**src/rtl/jkgl_pkg.sv**
```systemverilog
// shared constants and a helper for the gradient limiter
// widths of the fixed-point datapath and a bit-length function
// no dependencies
package jkgl_pkg;

  localparam int unsigned EPS_W     = 31;
  localparam int unsigned EPS_SQ_W  = 62;
  localparam int unsigned Q_W       = 64;
  localparam int unsigned BL_W      = 7;
  localparam int unsigned Q_KEEP    = 30;
  localparam int unsigned RCP_W     = 62;
  localparam int unsigned RCP_SUM_W = 64;
  localparam int unsigned R_KEEP    = 29;
  localparam int unsigned S_W       = 32;
  localparam int unsigned ACC_W     = 64;
  localparam int unsigned RND_W     = 33;

  localparam logic [EPS_W-1:0]    EPS_RESET    = 31'd16777;
  localparam logic [EPS_SQ_W-1:0] EPS_SQ_RESET =
    EPS_SQ_W'(64'(EPS_RESET) * 64'(EPS_RESET));
  localparam logic [RCP_W-1:0]    RCP_NUM      = RCP_W'(1) << (RCP_W - 1);

  function automatic logic [BL_W-1:0] bit_len(input logic [Q_W-1:0] v);
    logic [BL_W-1:0] n;
    n = '0;
    for (int i = 0; i < Q_W; i++) begin
      if (v[i]) begin
        n = BL_W'(i + 1);
      end
    end
    return n;
  endfunction

endpackage

```
**src/rtl/jkgl_norm_lane.sv**
```systemverilog
// one lane of the norm stage: squared magnitude plus epsilon squared
// two register stages, depends on jkgl_pkg
module jkgl_norm_lane import jkgl_pkg::*; #(
  parameter int unsigned GW = 32
) (
  input  logic                  clk_i,
  input  logic                  en_i,
  input  logic signed [GW-1:0]  grad_x_i,
  input  logic signed [GW-1:0]  grad_y_i,
  input  logic [EPS_SQ_W-1:0]   eps_sq_i,
  output logic [Q_W-1:0]        q_o
);

  logic [GW-1:0]   ax, ay;
  logic [2*GW-1:0] sx_q, sy_q;
  logic [Q_W-1:0]  q_q;

  always_comb begin
    ax = grad_x_i[GW-1] ? GW'(-grad_x_i) : grad_x_i;
    ay = grad_y_i[GW-1] ? GW'(-grad_y_i) : grad_y_i;
  end

  always_ff @(posedge clk_i) begin
    if (en_i) begin
      sx_q <= (2*GW)'(ax) * (2*GW)'(ax);
      sy_q <= (2*GW)'(ay) * (2*GW)'(ay);
      q_q  <= Q_W'(sx_q) + Q_W'(sy_q) + Q_W'(eps_sq_i);
    end
  end

  assign q_o = q_q;

endmodule

```
**config.mk**
```make
export PLATFORM = sky130hd
export DESIGN_NAME = jkgl_norm_lane
export DESIGN_NICKNAME = d
export VERILOG_FILES = /design/src/rtl/jkgl_pkg.sv /design/src/rtl/jkgl_norm_lane.sv
export SDC_FILE = /design/constraint.sdc
export NUM_CORES = 2
export LEC_CHECK = 0
export BUFFER_PORTS_ARGS = -buffer_cell sky130_fd_sc_hd__buf_2
export CAP_MARGIN = 20
export CELL_PAD_IN_SITES_DETAIL_PLACEMENT = 0
export CELL_PAD_IN_SITES_GLOBAL_PLACEMENT = 1
export CORE_UTILIZATION = 56
export CTS_CLUSTER_DIAMETER = 200
export CTS_CLUSTER_SIZE = 8
export DETAILED_ROUTE_END_ITERATION = 10
export GPL_TIMING_DRIVEN = 0
export HOLD_SLACK_MARGIN = 0.03
export PLACE_DENSITY = 0.95
export SKIP_CTS_REPAIR_TIMING = 1
export SYNTH_ARGS = -nofsm -noshare
export SYNTH_HDL_FRONTEND = slang
export SYNTH_SLANG_ARGS = --single-unit
```
**constraint.sdc**
```tcl
create_clock -name clk_i -period 18.4 [get_ports clk_i]
set_clock_uncertainty 0.1 [all_clocks]
set_input_delay 2.76 -clock clk_i [delete_from_list [all_inputs] [get_ports clk_i]]
set_output_delay 2.76 -clock clk_i [all_outputs]
set_load 0.01 [all_outputs]
```
==> flow_summary.json <==
{
  "drive_above_1_share": 0.0430,
  "synth_area_um2": 68500,
  "hold_depth": 2,
  "final-setup-viol-count": 0,
  "worst_setup_hold_path_clk_slew_ps": 80,
  "synth_edf_count": 190,
  "antenna_found_initial": 7,
  "route.vias.total": 51166,
  "boundaryPins": 192,
  "cts_tree": "built",
  "postSynthRegisterBits": 190,
  "post_synth_num_cell_types": 85,
  "worst_path_most_repeated_cell": "fa_1",
  "drv_slew": 0,
  "post_drt_wl_per_cell_um": 23.0,
  "detail-route-antenna-nets": 0,
  "routed_wirelength_mm": 210,
  "first_pass_iteration_count_of_the_detailed_router": 8,
  "via_per_inst": 5.61,
  "setup.reg_to_reg.worst_slack_ps": 13140,
  "cts_sinks": 190,
  "grt_first_pass_wirelength_mm": 322,
  "drc": 0,
  "layout_worst_path_cycle_share": 0.907,
  "holdPathEnd": "q_o[63]$_DFFE_PP_",
  "cp_data_arrival_time_ps": 16820,
  "root_buffer": "clkbuf_16",
  "cts.htree.levels": 4,
  "worstPathRequired_ps": 18520,
  "critPathLaunchType": "input pin",
  "dpl-instance-area_um2": 72100,
  "coreArea_um2": 121000,
  "worst_path_largest_cell_delay_ps": 960,
  "most_common_library_cell_in_the_layout_ignoring_fill_and_taps": "inv_1",
  "final.fill_count": 10437,
  "min_from": "sy_q[63]$_DFFE_PP_",
  "max_freq_mhz": 59.9,
  "num-nets-final": 9907,
  "io_buffer_count": 190,
  "setup-tns-final_ps": 0,
  "synth_warnings": 0,
  "worstRegToRegCells": 13,
  "max-cap-violations": 0,
  "cts_made_buffers": 17,
  "layout.cells.most_common_list": "inv_1 (2026), fa_1 (1655), ha_1 (626)",
  "cts_buffer_depth": 2,
  "die_h_um": 352,
  "worstReg2RegEnd": "q_o[56]$_DFFE_PP_",
  "flow.area_growth_from_synthesis_pct": 6.33,
  "timing.critical_path.from": "grad_x_i[0]",
  "die_x_um": 352,
  "yosys_most_used_dff": "edfxtp_1",
  "path_class": "input pin to flip-flop",
  "synth-async-reset-ratio": 0,
  "slew_headroom": 0.119,
  "report.final.hold_viol_count": 0,
  "total_congestion_overflow_after_global_routing": 0,
  "die_area_um2": 124000,
  "layout_min_cycle_time_ps": 16700,
  "reg2reg_from": "sx_q[3]$_DFFE_PP_",
  "holdCritPathClass": "flip-flop to flip-flop",
  "grt_start_max_net_pins": 116,
  "grt_usage": 0.355,
  "rsz0062_at_grt": "no",
  "final_design_area_no_fill_um2": 72900,
  "run_status": "completed",
  "netlist_instances": 7203,
  "worstSetupEndpointType": "flip-flop",
  "worst_pin_slew_ps": 1310,
  "critical-path-slowest-cell": "clkinv_1",
  "synth_seq_area_share": 0.0832,
  "placement_rows": 127,
  "start_util": 0.568,
  "timing.critical_path.fanout_max": 11,
  "dpl.hpwl_mm": 178,
  "insertion_delay_ps": 480,
  "grt_pass1_vias": 54515,
  "synth_area_per_cell_um2": 9.52,
  "drt-initial-drc-count": 4783,
  "place.gp.congestion": 1.06
}
-- Yosys cell counts (23+ instances only) --
cell type / number / area [µm²]
inv_1: 2026 / 7600
fa_1: 1655 / 33100
ha_1: 626 / 7830
nand2_1: 620 / 2330
nor2_1: 590 / 2210
clkbuf_1: 203 / 762
a21oi_1: 195 / 976
edfxtp_1: 190 / 5710
xnor2_1: 165 / 1450
a21o_1: 132 / 991
xor2_1: 127 / 1110
o21ai_0: 110 / 551
nand4_1: 45 / 282
nand3_1: 39 / 195
and2_1: 37 / 231
nor2b_1: 29 / 181
nor3_1: 29 / 145
o21a_1: 27 / 203
o21bai_1: 27 / 203
nand2b_1: 24 / 150
a31oi_1: 23 / 144
-- critical path: cells and delay by family --
kind	cells	cell delay [ps]
compound gates	5	1260
buf+inv	13	4300
xor+xnor	2	890
simple gates	9	2910
fa+ha+maj	10	4610
-- area by class of cell --
type                    instances  area, µm²  area share
clock inverters                15        220     0.00302
plain buffers                 223        861      0.0118
clock buffers                  17        425     0.00584
repair buffers                226       1370      0.0188
multi-input cells            4790      54600       0.749
well taps                    1612       2020      0.0277
diodes                          5       12.5    0.000172
inverters                    2050       7690       0.106
flip-flops and latches        190       5710      0.0783
-- how the worst max path moves through the flow --
stage                     slack [ps]            endpoint  cells after the start
final                           1700  sx_q[60]$_DFFE_PP_                     39
after global routing            1310  sx_q[60]$_DFFE_PP_                     39
after CTS                       1550  sx_q[60]$_DFFE_PP_                     38
after detailed placement        1080  sx_q[60]$_DFFE_PP_                     38
after global placement          1090  sx_q[60]$_DFFE_PP_                     38
after floorplan                 5460  sy_q[60]$_DFFE_PP_                     37
-- cells by family after synthesis --
| kind of cell | after synthesis | share of synthesized area |
|---|---|---|
| mux | 3 | 0.000475 |
| buf+inv | 2273 | 0.125 |
| simple gates | 1500 | 0.0928 |
| other cells | 2 | 0.000110 |
| fa+ha+maj | 2281 | 0.598 |
| compound gates | 661 | 0.0632 |
| flops | 190 | 0.0832 |
| xor+xnor | 293 | 0.0376 |
-- stage by stage --
step,setup slack (ps),hold slack (ps),utilization,std cells
2_1_floorplan,5460,532,-,7253
3_3_place_gp,1090,639,0.594,9055
3_5_place_dp,1080,609,0.598,9082
4_1_cts,1550,663,0.603,9114
5_1_grt,1310,700,0.604,9123
6_report,1700,657,0.604,9128
-- flip-flops by register name (all words and copies together) (netlist names) --
register / flops
q_o: 64
sx_q: 63
sy_q: 63
-- per-layer routing --
| metal | track usage | wire, µm |
|---|---|---|
| met4 | 0.147 | 10600 |
| met3 | 0.106 | 25100 |
| met5 | 0.00235 | 25 |
| met2 | 0.543 | 93300 |
| met1 | 0.472 | 80700 |
Power is left out: the tool's default activity adds up to more than one toggle a clock period on the data nets, which glitch-free logic cannot reach.
